==> src/sv/asn1ts_pkg.sv <==
// Shared types, constants and digit helpers for the certificate time converter.
package asn1ts_pkg;

    // Default of the character store depth
    localparam int MAX_CHARS_DEF = 15;

    // Characters of a timestamp that can carry digits
    localparam int DIGIT_CHARS = 14;

    // Depth of the job queue between front and back
    localparam int QUEUE_DEPTH = 2;

    // Character codes
    localparam logic [7:0] CH_TERM = 8'h5A;
    localparam logic [7:0] CH_ZERO = 8'h30;

    // Accepted timestamp lengths
    localparam logic [7:0] LEN_UTC = 8'd13;
    localparam logic [7:0] LEN_GEN = 8'd15;

    // Result status codes
    localparam logic [1:0] STAT_OK     = 2'd0;
    localparam logic [1:0] STAT_FORMAT = 2'd1;
    localparam logic [1:0] STAT_EARLY  = 2'd2;

    // Calendar constants
    localparam logic [15:0] UTC_PIVOT     = 16'd50;
    localparam logic [15:0] CENTURY_19    = 16'd1900;
    localparam logic [15:0] CENTURY_20    = 16'd2000;
    localparam logic [31:0] DAYS_PER_YEAR = 32'd365;
    localparam logic [31:0] EPOCH_DAYS    = 32'd719561;
    localparam logic [31:0] SECS_PER_DAY  = 32'd86400;
    localparam logic [19:0] SECS_PER_HOUR = 20'd3600;
    localparam logic [19:0] SECS_PER_MIN  = 20'd60;

    // Reciprocal for an exact divide by 100 of any 16-bit value
    localparam logic [32:0] RECIP_100   = 33'd83887;
    localparam int          RECIP_100_SH = 23;

    // Reciprocal for an exact divide by 5 of values up to 768
    localparam logic [17:0] RECIP_5    = 18'd205;
    localparam int          RECIP_5_SH = 10;

    // Day-count year term when the year underflows to all ones
    localparam logic [31:0] YDAYS_WRAP = 32'((64'd365 * 64'hFFFF_FFFF
                                             + 64'hFFFF_FFFF / 64'd4
                                             - 64'hFFFF_FFFF / 64'd100
                                             + 64'hFFFF_FFFF / 64'd400));

    // One timestamp handed from front to back
    typedef struct packed {
        logic                              bad;
        logic                              gen;
        logic [DIGIT_CHARS-1:0][7:0]       chars;
        logic [31:0]                       elapsed;
    } t_job;

    // Character to digit, wrapped to 16 bits
    function automatic logic [15:0] digit16(input logic [7:0] c);
        digit16 = {8'h00, c} - {8'h00, CH_ZERO};
    endfunction

    // Two characters to an 8-bit field
    function automatic logic [7:0] pair8(input logic [7:0] hi, input logic [7:0] lo);
        logic [7:0] dh;
        logic [7:0] dl;
        dh    = hi - CH_ZERO;
        dl    = lo - CH_ZERO;
        pair8 = 8'(dh * 8'd10) + dl;
    endfunction

endpackage

==> src/sv/asn1ts_front.sv <==
// Character front end: stores characters, counts length and classifies the timestamp.
module asn1ts_front #(
    parameter int MAX_CHARS = asn1ts_pkg::MAX_CHARS_DEF
) (
    input  logic               i_clk,
    input  logic               i_rst_n,
    input  logic               i_valid,
    output logic               o_ready,
    input  logic [7:0]         i_char_code,
    input  logic               i_last_char,
    input  logic [31:0]        i_elapsed_seconds,
    output logic               o_push,
    output asn1ts_pkg::t_job   o_job,
    input  logic               i_full
);

    localparam int IDX_W = $clog2(MAX_CHARS);

    logic [7:0] r_store [MAX_CHARS];
    logic [7:0] r_count;
    logic [7:0] n_count;
    logic       w_accept;

    assign o_ready  = !i_full;
    assign w_accept = i_valid && o_ready;
    assign n_count  = (r_count == 8'hFF) ? r_count : r_count + 8'd1;
    assign o_push   = w_accept && i_last_char;

    always_comb begin
        o_job.bad = (i_char_code != asn1ts_pkg::CH_TERM)
                 || ((n_count != asn1ts_pkg::LEN_UTC) && (n_count != asn1ts_pkg::LEN_GEN));
        o_job.gen     = (n_count == asn1ts_pkg::LEN_GEN);
        o_job.elapsed = i_elapsed_seconds;
        for (int k = 0; k < asn1ts_pkg::DIGIT_CHARS; k++) begin
            o_job.chars[k] = r_store[k];
        end
    end

    // Drop characters past the end of the store
    always_ff @(posedge i_clk) begin
        if (w_accept && (r_count < 8'(MAX_CHARS))) begin
            r_store[r_count[IDX_W-1:0]] <= i_char_code;
        end
    end

    always_ff @(posedge i_clk) begin
        if (!i_rst_n) begin
            r_count <= 8'd0;
        end else if (w_accept) begin
            r_count <= i_last_char ? 8'd0 : n_count;
        end
    end

    a_count_clears: assert property (@(posedge i_clk) disable iff (!i_rst_n)
        (w_accept && i_last_char) |=> (r_count == 8'd0))
        else $error("character count not cleared after last beat");

    a_count_saturates: assert property (@(posedge i_clk) disable iff (!i_rst_n)
        (w_accept && !i_last_char && (r_count == 8'hFF)) |=> (r_count == 8'hFF))
        else $error("character count wrapped");

endmodule

==> src/sv/asn1ts_queue.sv <==
// Short job queue between the character front end and the conversion back end.
module asn1ts_queue #(
    parameter int DEPTH = asn1ts_pkg::QUEUE_DEPTH
) (
    input  logic               i_clk,
    input  logic               i_rst_n,
    input  logic               i_push,
    input  asn1ts_pkg::t_job   i_job,
    output logic               o_full,
    output logic               o_valid,
    input  logic               i_pop,
    output asn1ts_pkg::t_job   o_job
);

    localparam int PTR_W  = (DEPTH > 1) ? $clog2(DEPTH) : 1;
    localparam int FILL_W = $clog2(DEPTH + 1);

    asn1ts_pkg::t_job r_mem [DEPTH];
    logic [PTR_W-1:0]  r_wr_ptr;
    logic [PTR_W-1:0]  r_rd_ptr;
    logic [FILL_W-1:0] r_fill;
    logic              w_push;
    logic              w_pop;

    assign o_full  = (r_fill == FILL_W'(DEPTH));
    assign o_valid = (r_fill != '0);
    assign o_job   = r_mem[r_rd_ptr];
    assign w_push  = i_push && !o_full;
    assign w_pop   = i_pop && o_valid;

    always_ff @(posedge i_clk) begin
        if (w_push) begin
            r_mem[r_wr_ptr] <= i_job;
        end
    end

    always_ff @(posedge i_clk) begin
        if (!i_rst_n) begin
            r_wr_ptr <= '0;
            r_rd_ptr <= '0;
            r_fill   <= '0;
        end else begin
            if (w_push) begin
                r_wr_ptr <= (r_wr_ptr == PTR_W'(DEPTH - 1)) ? '0 : r_wr_ptr + 1'b1;
            end
            if (w_pop) begin
                r_rd_ptr <= (r_rd_ptr == PTR_W'(DEPTH - 1)) ? '0 : r_rd_ptr + 1'b1;
            end
            if (w_push && !w_pop) begin
                r_fill <= r_fill + 1'b1;
            end else if (w_pop && !w_push) begin
                r_fill <= r_fill - 1'b1;
            end
        end
    end

    a_fill_bound: assert property (@(posedge i_clk) disable iff (!i_rst_n)
        r_fill <= FILL_W'(DEPTH))
        else $error("queue fill beyond depth");

    a_no_lost_push: assert property (@(posedge i_clk) disable iff (!i_rst_n)
        i_push |-> !o_full)
        else $error("job pushed into a full queue");

endmodule

==> src/sv/asn1ts_back.sv <==
// Conversion back end: turns a queued timestamp into Unix seconds through a sequence of states.
module asn1ts_back (
    input  logic               i_clk,
    input  logic               i_rst_n,
    input  logic               i_job_valid,
    input  asn1ts_pkg::t_job   i_job,
    output logic               o_pop,
    output logic               o_valid,
    input  logic               i_ready,
    output logic [31:0]        o_unix_seconds,
    output logic [1:0]         o_status
);

    typedef enum logic [2:0] {
        ST_IDLE,
        ST_DIV,
        ST_DAYS,
        ST_SCALE,
        ST_OUT
    } t_state;

    t_state      r_state;
    logic        r_o_valid;
    logic [31:0] r_unix_seconds;
    logic [1:0]  r_status;

    // Decoded fields
    logic [15:0] r_y16;
    logic        r_ywrap;
    logic [7:0]  r_m;
    logic [7:0]  r_d;
    logic [7:0]  r_h;
    logic [7:0]  r_mi;
    logic [7:0]  r_s;
    logic [31:0] r_elapsed;

    // Intermediate terms
    logic [31:0] r_y365;
    logic [32:0] r_q100p;
    logic [32:0] r_q400p;
    logic [12:0] r_mterm;
    logic [19:0] r_hms;
    logic [31:0] r_days;
    logic [31:0] r_scaled;
    logic        r_early;

    logic        w_out_free;
    logic        w_load;
    logic [15:0] w_yy;
    logic [15:0] w_year_utc;
    logic [15:0] w_year_gen;
    logic [15:0] w_year;
    logic [7:0]  w_f [10];
    logic [7:0]  n_m;
    logic [15:0] n_y16;
    logic        n_ywrap;
    logic [7:0]  w_mon;
    logic [9:0]  w_m3;
    logic [17:0] w_m3p;
    logic [15:0] w_q100;
    logic [15:0] w_q400;
    logic [31:0] w_sum;

    assign w_out_free = !r_o_valid || i_ready;
    assign o_pop      = (r_state == ST_IDLE) && i_job_valid && w_out_free;
    assign w_load     = (o_pop && i_job.bad) || ((r_state == ST_OUT) && w_out_free);
    assign o_valid    = r_o_valid;
    assign o_unix_seconds = r_unix_seconds;
    assign o_status   = r_status;

    // Decode the queue head
    always_comb begin
        w_yy = 16'(asn1ts_pkg::digit16(i_job.chars[0]) * 16'd10
                   + asn1ts_pkg::digit16(i_job.chars[1]));
        w_year_utc = (w_yy >= asn1ts_pkg::UTC_PIVOT) ? w_yy + asn1ts_pkg::CENTURY_19
                                                     : w_yy + asn1ts_pkg::CENTURY_20;
        w_year_gen = 16'(asn1ts_pkg::digit16(i_job.chars[0]) * 16'd1000
                       + asn1ts_pkg::digit16(i_job.chars[1]) * 16'd100
                       + asn1ts_pkg::digit16(i_job.chars[2]) * 16'd10
                       + asn1ts_pkg::digit16(i_job.chars[3]));
        w_year = i_job.gen ? w_year_gen : w_year_utc;
        for (int k = 0; k < 10; k++) begin
            w_f[k] = i_job.gen ? i_job.chars[k + 4] : i_job.chars[k + 2];
        end
        w_mon = asn1ts_pkg::pair8(w_f[0], w_f[1]);
        // January and February count as months of the year before
        if (w_mon <= 8'd2) begin
            n_m     = w_mon + 8'd12;
            n_y16   = w_year - 16'd1;
            n_ywrap = (w_year == 16'd0);
        end else begin
            n_m     = w_mon;
            n_y16   = w_year;
            n_ywrap = 1'b0;
        end
    end

    always_comb begin
        w_m3   = 10'(({2'b00, r_m} + 10'd1) * 10'd3);
        w_m3p  = {8'h00, w_m3} * asn1ts_pkg::RECIP_5;
        w_q100 = 16'(r_q100p >> asn1ts_pkg::RECIP_100_SH);
        w_q400 = 16'(r_q400p >> asn1ts_pkg::RECIP_100_SH);
        w_sum  = r_scaled + {12'h000, r_hms} + r_elapsed;
    end

    always_ff @(posedge i_clk) begin
        if (!i_rst_n) begin
            r_state   <= ST_IDLE;
            r_o_valid <= 1'b0;
        end else begin
            if (r_o_valid && i_ready && !w_load) begin
                r_o_valid <= 1'b0;
            end
            unique case (r_state)
                ST_IDLE: begin
                    if (o_pop) begin
                        r_y16     <= n_y16;
                        r_ywrap   <= n_ywrap;
                        r_m       <= n_m;
                        r_d       <= asn1ts_pkg::pair8(w_f[2], w_f[3]);
                        r_h       <= asn1ts_pkg::pair8(w_f[4], w_f[5]);
                        r_mi      <= asn1ts_pkg::pair8(w_f[6], w_f[7]);
                        r_s       <= asn1ts_pkg::pair8(w_f[8], w_f[9]);
                        r_elapsed <= i_job.elapsed;
                        if (i_job.bad) begin
                            r_o_valid      <= 1'b1;
                            r_unix_seconds <= 32'd0;
                            r_status       <= asn1ts_pkg::STAT_FORMAT;
                        end else begin
                            r_state <= ST_DIV;
                        end
                    end
                end
                ST_DIV: begin
                    r_y365  <= {16'h0000, r_y16} * asn1ts_pkg::DAYS_PER_YEAR;
                    r_q100p <= {17'd0, r_y16} * asn1ts_pkg::RECIP_100;
                    r_q400p <= {19'd0, r_y16[15:2]} * asn1ts_pkg::RECIP_100;
                    r_mterm <= 13'({5'd0, r_m} * 13'd30) + {5'd0, w_m3p[17:asn1ts_pkg::RECIP_5_SH]}
                             + {5'd0, r_d};
                    r_hms   <= {12'h000, r_h} * asn1ts_pkg::SECS_PER_HOUR
                             + {12'h000, r_mi} * asn1ts_pkg::SECS_PER_MIN
                             + {12'h000, r_s};
                    r_state <= ST_DAYS;
                end
                ST_DAYS: begin
                    if (r_ywrap) begin
                        r_days <= asn1ts_pkg::YDAYS_WRAP + {19'd0, r_mterm};
                    end else begin
                        r_days <= r_y365 + {18'd0, r_y16[15:2]} - {16'h0000, w_q100}
                                + {16'h0000, w_q400} + {19'd0, r_mterm};
                    end
                    r_state <= ST_SCALE;
                end
                ST_SCALE: begin
                    r_early  <= (r_days < asn1ts_pkg::EPOCH_DAYS);
                    r_scaled <= (r_days - asn1ts_pkg::EPOCH_DAYS) * asn1ts_pkg::SECS_PER_DAY;
                    r_state  <= ST_OUT;
                end
                ST_OUT: begin
                    if (w_out_free) begin
                        r_o_valid      <= 1'b1;
                        r_unix_seconds <= r_early ? 32'd0 : w_sum;
                        r_status       <= r_early ? asn1ts_pkg::STAT_EARLY
                                                  : asn1ts_pkg::STAT_OK;
                        r_state        <= ST_IDLE;
                    end
                end
                default: begin
                    r_state <= ST_IDLE;
                end
            endcase
        end
    end

    a_error_zero: assert property (@(posedge i_clk) disable iff (!i_rst_n)
        (r_o_valid && (r_status != asn1ts_pkg::STAT_OK)) |-> (r_unix_seconds == 32'd0))
        else $error("non-zero seconds with an error status");

    a_start_from_pop: assert property (@(posedge i_clk) disable iff (!i_rst_n)
        (r_state == ST_DIV) |-> $past(o_pop))
        else $error("conversion started without taking a job");

endmodule

==> src/sv/asn1_time_to_unix_seconds_top.sv <==
// Top level of the certificate time to Unix seconds converter.
// Characters are taken one beat per cycle while the job queue has room.
// A timestamp's result passes from its last beat through the job queue and the back end.
// The back end steps each timestamp through decode, divide, day sum, scale and output,
// and a bad format goes straight to output; it takes no new timestamp until it is idle.
// Reset (synchronous, active low) clears the character count, the queue and the output.
// The character store is not cleared; only characters of the current timestamp are read.
module asn1_time_to_unix_seconds_top #(
    parameter int MAX_CHARS = asn1ts_pkg::MAX_CHARS_DEF
) (
    input  logic        i_clk,
    input  logic        i_rst_n,
    input  logic        i_valid,
    output logic        o_ready,
    input  logic [7:0]  i_char_code,
    input  logic        i_last_char,
    input  logic [31:0] i_elapsed_seconds,
    output logic        o_valid,
    input  logic        i_ready,
    output logic [31:0] o_unix_seconds,
    output logic [1:0]  o_status
);

    // Front to queue
    logic             w_push;
    asn1ts_pkg::t_job w_push_job;
    logic             w_full;

    // Queue to back
    logic             w_job_valid;
    logic             w_pop;
    asn1ts_pkg::t_job w_head_job;

    // Store characters, count the length and flag format errors on the last beat
    asn1ts_front #(
        .MAX_CHARS (MAX_CHARS)
    ) u_front (
        .i_clk             (i_clk),
        .i_rst_n           (i_rst_n),
        .i_valid           (i_valid),
        .o_ready           (o_ready),
        .i_char_code       (i_char_code),
        .i_last_char       (i_last_char),
        .i_elapsed_seconds (i_elapsed_seconds),
        .o_push            (w_push),
        .o_job             (w_push_job),
        .i_full            (w_full)
    );

    // Hold finished timestamps so the front keeps taking characters during conversion
    asn1ts_queue #(
        .DEPTH (asn1ts_pkg::QUEUE_DEPTH)
    ) u_queue (
        .i_clk   (i_clk),
        .i_rst_n (i_rst_n),
        .i_push  (w_push),
        .i_job   (w_push_job),
        .o_full  (w_full),
        .o_valid (w_job_valid),
        .i_pop   (w_pop),
        .o_job   (w_head_job)
    );

    // Convert date and time to seconds and hold the result until taken
    asn1ts_back u_back (
        .i_clk          (i_clk),
        .i_rst_n        (i_rst_n),
        .i_job_valid    (w_job_valid),
        .i_job          (w_head_job),
        .o_pop          (w_pop),
        .o_valid        (o_valid),
        .i_ready        (i_ready),
        .o_unix_seconds (o_unix_seconds),
        .o_status       (o_status)
    );

endmodule
==> config.mk <==
export PLATFORM = sky130hd
export DESIGN_NAME = asn1_time_to_unix_seconds_top
export DESIGN_NICKNAME = d
export VERILOG_FILES = /design/src/sv/asn1ts_pkg.sv /design/src/sv/asn1ts_front.sv /design/src/sv/asn1ts_queue.sv /design/src/sv/asn1ts_back.sv /design/src/sv/asn1_time_to_unix_seconds_top.sv
export SDC_FILE = /design/constraint.sdc
export NUM_CORES = 2
export LEC_CHECK = 0
export BUFFER_PORTS_ARGS = -buffer_cell sky130_fd_sc_hd__buf_4
export CAP_MARGIN = 30
export CORE_MARGIN = 4
export CORE_UTILIZATION = 40
export DETAILED_ROUTE_END_ITERATION = 10
export PLACE_DENSITY = 0.55
export SLEW_MARGIN = 10
export SYNTH_ARGS = -nofsm -noshare
export SYNTH_HDL_FRONTEND = slang
export SYNTH_HIERARCHICAL = 1
export SYNTH_SLANG_ARGS = --single-unit
==> constraint.sdc <==
create_clock -name i_clk -period 9.6 [get_ports i_clk]
set_input_delay 0 -clock i_clk [delete_from_list [all_inputs] [get_ports i_clk]]
set_output_delay 0 -clock i_clk [all_outputs]
set_load 0.01 [all_outputs]
## After elaboration in Yosys (flattened, before gate mapping)

Memories as Yosys holds them, arrays and structs flattened. A register that Yosys moved wholly into a read port is not among the register bits.
Cells that the tools add are included.

- Bits in writable memories: 412
- Logic and storage cells: 186
- Output and inout bits: 36
- Register bits: 319
- Memories kept: 2

- Eq/ne operators: 14
- Add/subtract/negate cells: 45
- Multiplexer cells: 46
- Multipliers: 18
- Magnitude comparators: 4
- Reduce and logical (&&, ||, !) cells: 33

Memories:

| memory | words | width | read ports | clocked after memory_dff | wr ports | line | RTL |
|---|---|---|---|---|---|---|---|
| u_queue.r_mem | 2 | 146 | 1 | 1 | 1 | asn1ts_queue.sv:18 | `asn1ts_pkg::t_job r_mem [DEPTH];` |
| u_front.r_store | 15 | 8 | 14 | 0 | 1 | asn1ts_front.sv:19 | `logic [7:0] r_store [MAX_CHARS];` |

Operators by type and width:

| kind | count |
|---|---|
| 2-to-1 mux 32 bit | 5 |
| 2-to-1 mux 8 bit | 13 |
| subtractor 8 x 6 -> 8 bit (second input constant) | 10 |
| adder 16 bit | 4 |
| case mux 32 bit (2 select lines) | 1 |
| 2-to-1 mux 16 bit | 3 |
| adder 8 bit | 5 |
| multiplier 8 x 3 -> 7 bit (second input constant) | 5 |
| subtractor 8 x 6 -> 9 bit (second input constant) | 4 |
| multiplier 16 x 17 -> 33 bit (second input constant) | 1 |
| adder 16 x 11 -> 16 bit (second input constant) | 2 |
| adder 32 x 13 -> 32 bit | 1 |
| adder 32 x 20 -> 32 bit | 1 |
| adder 32 bit | 1 |
| adder 32 x 8 -> 32 bit | 1 |
| < comparator 32 x 20 -> 1 bit (second input constant) | 1 |
| multiplier 16 x 3 -> 15 bit (second input constant) | 2 |
| multiplier 32 x 10 -> 25 bit (second input constant) | 1 |
| subtractor 32 x 10 -> 32 bit | 1 |
| subtractor 32 x 20 -> 32 bit (second input constant) | 1 |
| adder 30 x 13 -> 31 bit (first input constant) | 1 |
| multiplier 14 x 17 -> 31 bit (second input constant) | 1 |
| adder 13 x 8 -> 13 bit | 2 |
| adder 25 x 14 -> 26 bit | 1 |
| 44 further kinds | 92 |

## Depth between registers and ports, before layout

- Word-level depth: 11
- Depth in mapped cells: 40
- Mapped depth without buffers: 40

## Cells and area by module

The synthesis kept the hierarchy.

Modules (own cells, without submodules):

| module | cells each | times used | area an instance (um^2) |
|---|---|---|---|
| asn1ts_back | 3919 | 1 | 39497.9 |
| asn1ts_queue | 479 | 1 | 10804.1 |
| asn1ts_front | 233 | 1 | 4357.9 |

## Worst setup path before layout

OpenSTA, ideal clock, no wires.

- Path kind: reg2reg
- Start point: register u_back.r_m[2]
- End point: register u_back.r_mterm[12] (data pin)
- Path slack: 1.466 ns
- Data arrival time: 7.877 ns
- Setup time: 0.258 ns
- Cell stages (with the launch flop): 41
- Clock period less this slack: 8.134 ns
- Cell sequence: edfxtp_1 -> ha_1 -> nand2_1 -> xnor2_1 -> clkinv_1 -> ha_1 -> nand2_1 -> a21oi_1 -> a211oi_1 -> o21ai_0 -> xnor2_1 -> nor2_1 -> nor2_1 -> inv_1 -> fa_1 -> inv_1 -> fa_1 -> inv_1 -> [5 not listed] -> o21bai_1 -> a21oi_1 -> nor2b_1 -> nor2_1 -> xor2_1 -> fa_1 -> inv_1 -> ha_1 -> inv_1 -> o21bai_1 -> a21oi_1 -> o21bai_1 -> a21oi_1 -> nor2b_1 -> o21a_1 -> nand3_1 -> xnor2_1 -> xnor2_1

- Cells in the longest elaborated chain, start to end: 5
- Elaborated cells on any way between the ends: 6

Ends and longest elaborated chain:

| element | line | RTL |
|---|---|---|
| from (decl) | asn1ts_back.sv:30 | `logic [7:0] r_m;` |
| from (signal assigned) | asn1ts_back.sv:119 | `r_m <= n_m;` |
| adder 8 x 1 -> 9 bit | asn1ts_back.sv:99 | `w_m3 = 10'(({2'b00, r_m} + 10'd1) * 10'd3);` |
| multiplier 10 x 2 -> 10 bit | asn1ts_back.sv:99 |  |
| multiplier 10 x 8 -> 18 bit | asn1ts_back.sv:100 | `w_m3p = {8'h00, w_m3} * asn1ts_pkg::RECIP_5;` |
| adder 13 x 8 -> 13 bit * | asn1ts_back.sv:138 | `r_mterm <= 13'({5'd0, r_m} * 13'd30) + {5'd0, w_m3p[17:asn1ts_pkg::RECIP_5_SH]}` |
| adder 13 x 8 -> 13 bit * | asn1ts_back.sv:139 | `+ {5'd0, r_d};` |
| to (signal assigned) | asn1ts_back.sv:138 |  |
| to (decl) | asn1ts_back.sv:41 | `logic [12:0] r_mterm;` |

Mark *: on every way between the ends. The rest lies on a longest branch, timed or not.
A chain may end at the register's enable or synchronous reset.

## Final worst setup path

- Start point: register u_back.r_m[1]
- End point: register u_back.r_mterm[12] (data pin)

Same word-level chain as after synthesis.

==> out/qor.txt <==
Clock Root Buffer: clkbuf_16
Total wire length: 114000 um
Die height: 376 um
Syn avg cell area: 11.7 sq um
Setup_tns: 0 ns
Initial antenna violation count: 1
Die area: 141000 sq um
Placed cell areas: 56700 sq um
Final hold vios: 0
# nets final: 5960
First-pass GRT wire length: 185000 um
Post-Layout Cell Count: 6585
Final std cell area, no fill: 59600 sq um
Gpl congestion: 0.832
Worst clock skew: 0.0197 ns
Max FO, Critical Path: 7
Fin. max-slew vios: 0
Initial Util: 0.404
CTS Sinks: 661
Row count: 134
Port Buf Inserts: 80
DR vias: 32300
Global-route usage over all layers: 0.164
Tcrit/Tclk final: 0.925
I/O pin cnt: 81
Crit path kind: reg2reg
1st-iter DRT viols: 1634
Most used cell, CP: a21oi_1
DP Cell Count: 6402
Crit path max-delay cell type: fa_1
Largest net degree at the start of global routing: 58
Layout cells sized above 1: 0.0963
Latest clock arrival within the worst-skew pair: 0.65 ns
Cells after Synth: 4611
WL/cell: 17.3 um
Post-DP HPWL: 88200 um
CTS tree: built
Biggest cell delay along the critical path: 0.53 ns
Die W: 376 um
Outcome: finished clean
Clock Pin Slew Worst Setup and Hold Paths: 0.06 ns
Hold Crit Class: in2reg
Clock tree buffer depth: 3
DRT antenna net count: 0
Area Overhead vs Synth: 9.99%
Least-Margin Pin Slew: 0.914 ns
Final-report setup violation count: 0
Slew HR: 0.375
Crit path time final: 8.88 ns
Grt ovf: 0
Net count after synthesis: 5814
Number of global-route vias before repair: 34000
Setup crit start kind: register
Fmax: 0.113 GHz
H-Tree Depth: 3
Vias per inst: 4.91
Crit path DAT: 9.26 ns
Yosys warns: 6
Remaining DRCs: 0
Worst EP required: 9.98 ns
RSZ-0062 raised after global routing: false
Drt first pass iters: 5
Max Cap Viol: 0
ANT cells: 0
CTS buffer count: 72
Crit. End Element: register
Core area: 134000 sq um
Mapped Area: 54200 sq um
==> critical path: cells and delay by family (launching register included) <==
family	cells	cell delay, ns
buffers and inverters	6	0.58
adders and majority gates	8	3.30
xor gates and xnor gates	5	1.17
AOI/OAI and AO/OA	13	2.59
and+or+nand+nor	6	0.54
DFF	1	0.45
==> flip-flops by register name, indices dropped and copies added, names as in the netlist, 13 cells and up, named ones only <==
register               cells
u_back/r_y365             24
u_queue/r_mem            282
u_back/r_mterm            13
u_back/r_scaled           25
u_back/r_hms              20
u_back/r_days             30
u_back/r_elapsed          32
u_back/o_unix_seconds     32
u_front/r_store          107
u_back/r_y16              16
==> layout make-up <==
type                       instances  area [sq um]
clock buffer                      92          1920
clock inverter                    42           478
fill                           12500         74400
inverter                         838          3150
multi-input combinational       3032         30800
sequential                       661         19700
tap                             1768          2210
timing repair buffer             152          1300
==> final timing paths <==
path / from / endpoint / slack [ns] / cells after the start
worst max-delay path: u_back/r_m[1] / u_back/r_mterm[12] / 0.72 / 38
worst min-delay path: i_elapsed_seconds[23] / u_queue/r_mem[0][23] / 0.09 / 2
worst max register to register: u_back/r_m[1] / u_back/r_mterm[12] / 0.72 / 38
worst min register to register: u_back/r_s[1] / u_back/r_hms[1] / 0.42 / 0
==> cell usage in the layout, fill, tap and decap left out, types with 27 or more instances in the layout <==
cell,count
and2_1,30
nand2_1,120
nand3_1,48
nor3_1,62
nor2b_1,38
edfxtp_1,644
xor2_1,131
o21ai_0,115
buf_4,102
a21oi_1,211
fa_1,404
ha_1,754
mux2i_1,27
o21bai_1,60
inv_1,836
a21o_1,101
clkbuf_16,74
mux2_2,193
xnor2_1,251
nor2_1,149
dlygate4sd3_1,46
==> through the flow <==
| stage | utilization | hold WS (ns) | setup WS (ns) |
|---|---|---|---|
| finish | 0.445 | 0.0911 | 0.715 |
| global route | 0.445 | 0.0478 | 0.0253 |
| CTS | 0.444 | 0.0370 | 0.432 |
| detailed placement | 0.423 | 0.188 | 0.482 |
| global placement | 0.423 | 0.185 | 0.484 |
| floorplan | - | 0.0989 | 1.47 |
==> routing by layer <==
layer / up-vias / wire [um] / part of all wire / GRT usage
li1: 16100 / - / - / -
met1: 15800 / 54800 / 0.48 / 0.230
met2: 351 / 54100 / 0.48 / 0.277
met3: 106 / 3210 / 0.028 / 0.0208
met4: 0 / 1570 / 0.014 / 0.0275
met5: - / 0 / 0 / 0
==> timing repair <==
item	4_1_cts	5_1_grt
gates resized for setup	0	1
hold endpoints to repair	213	0
endpoints found under the setup margin	0	3
hold buffers	46	0
buffers inserted	0	2
Power is left out: the tool's default activity adds up to more than one toggle a clock period on the data nets, which glitch-free logic cannot reach.
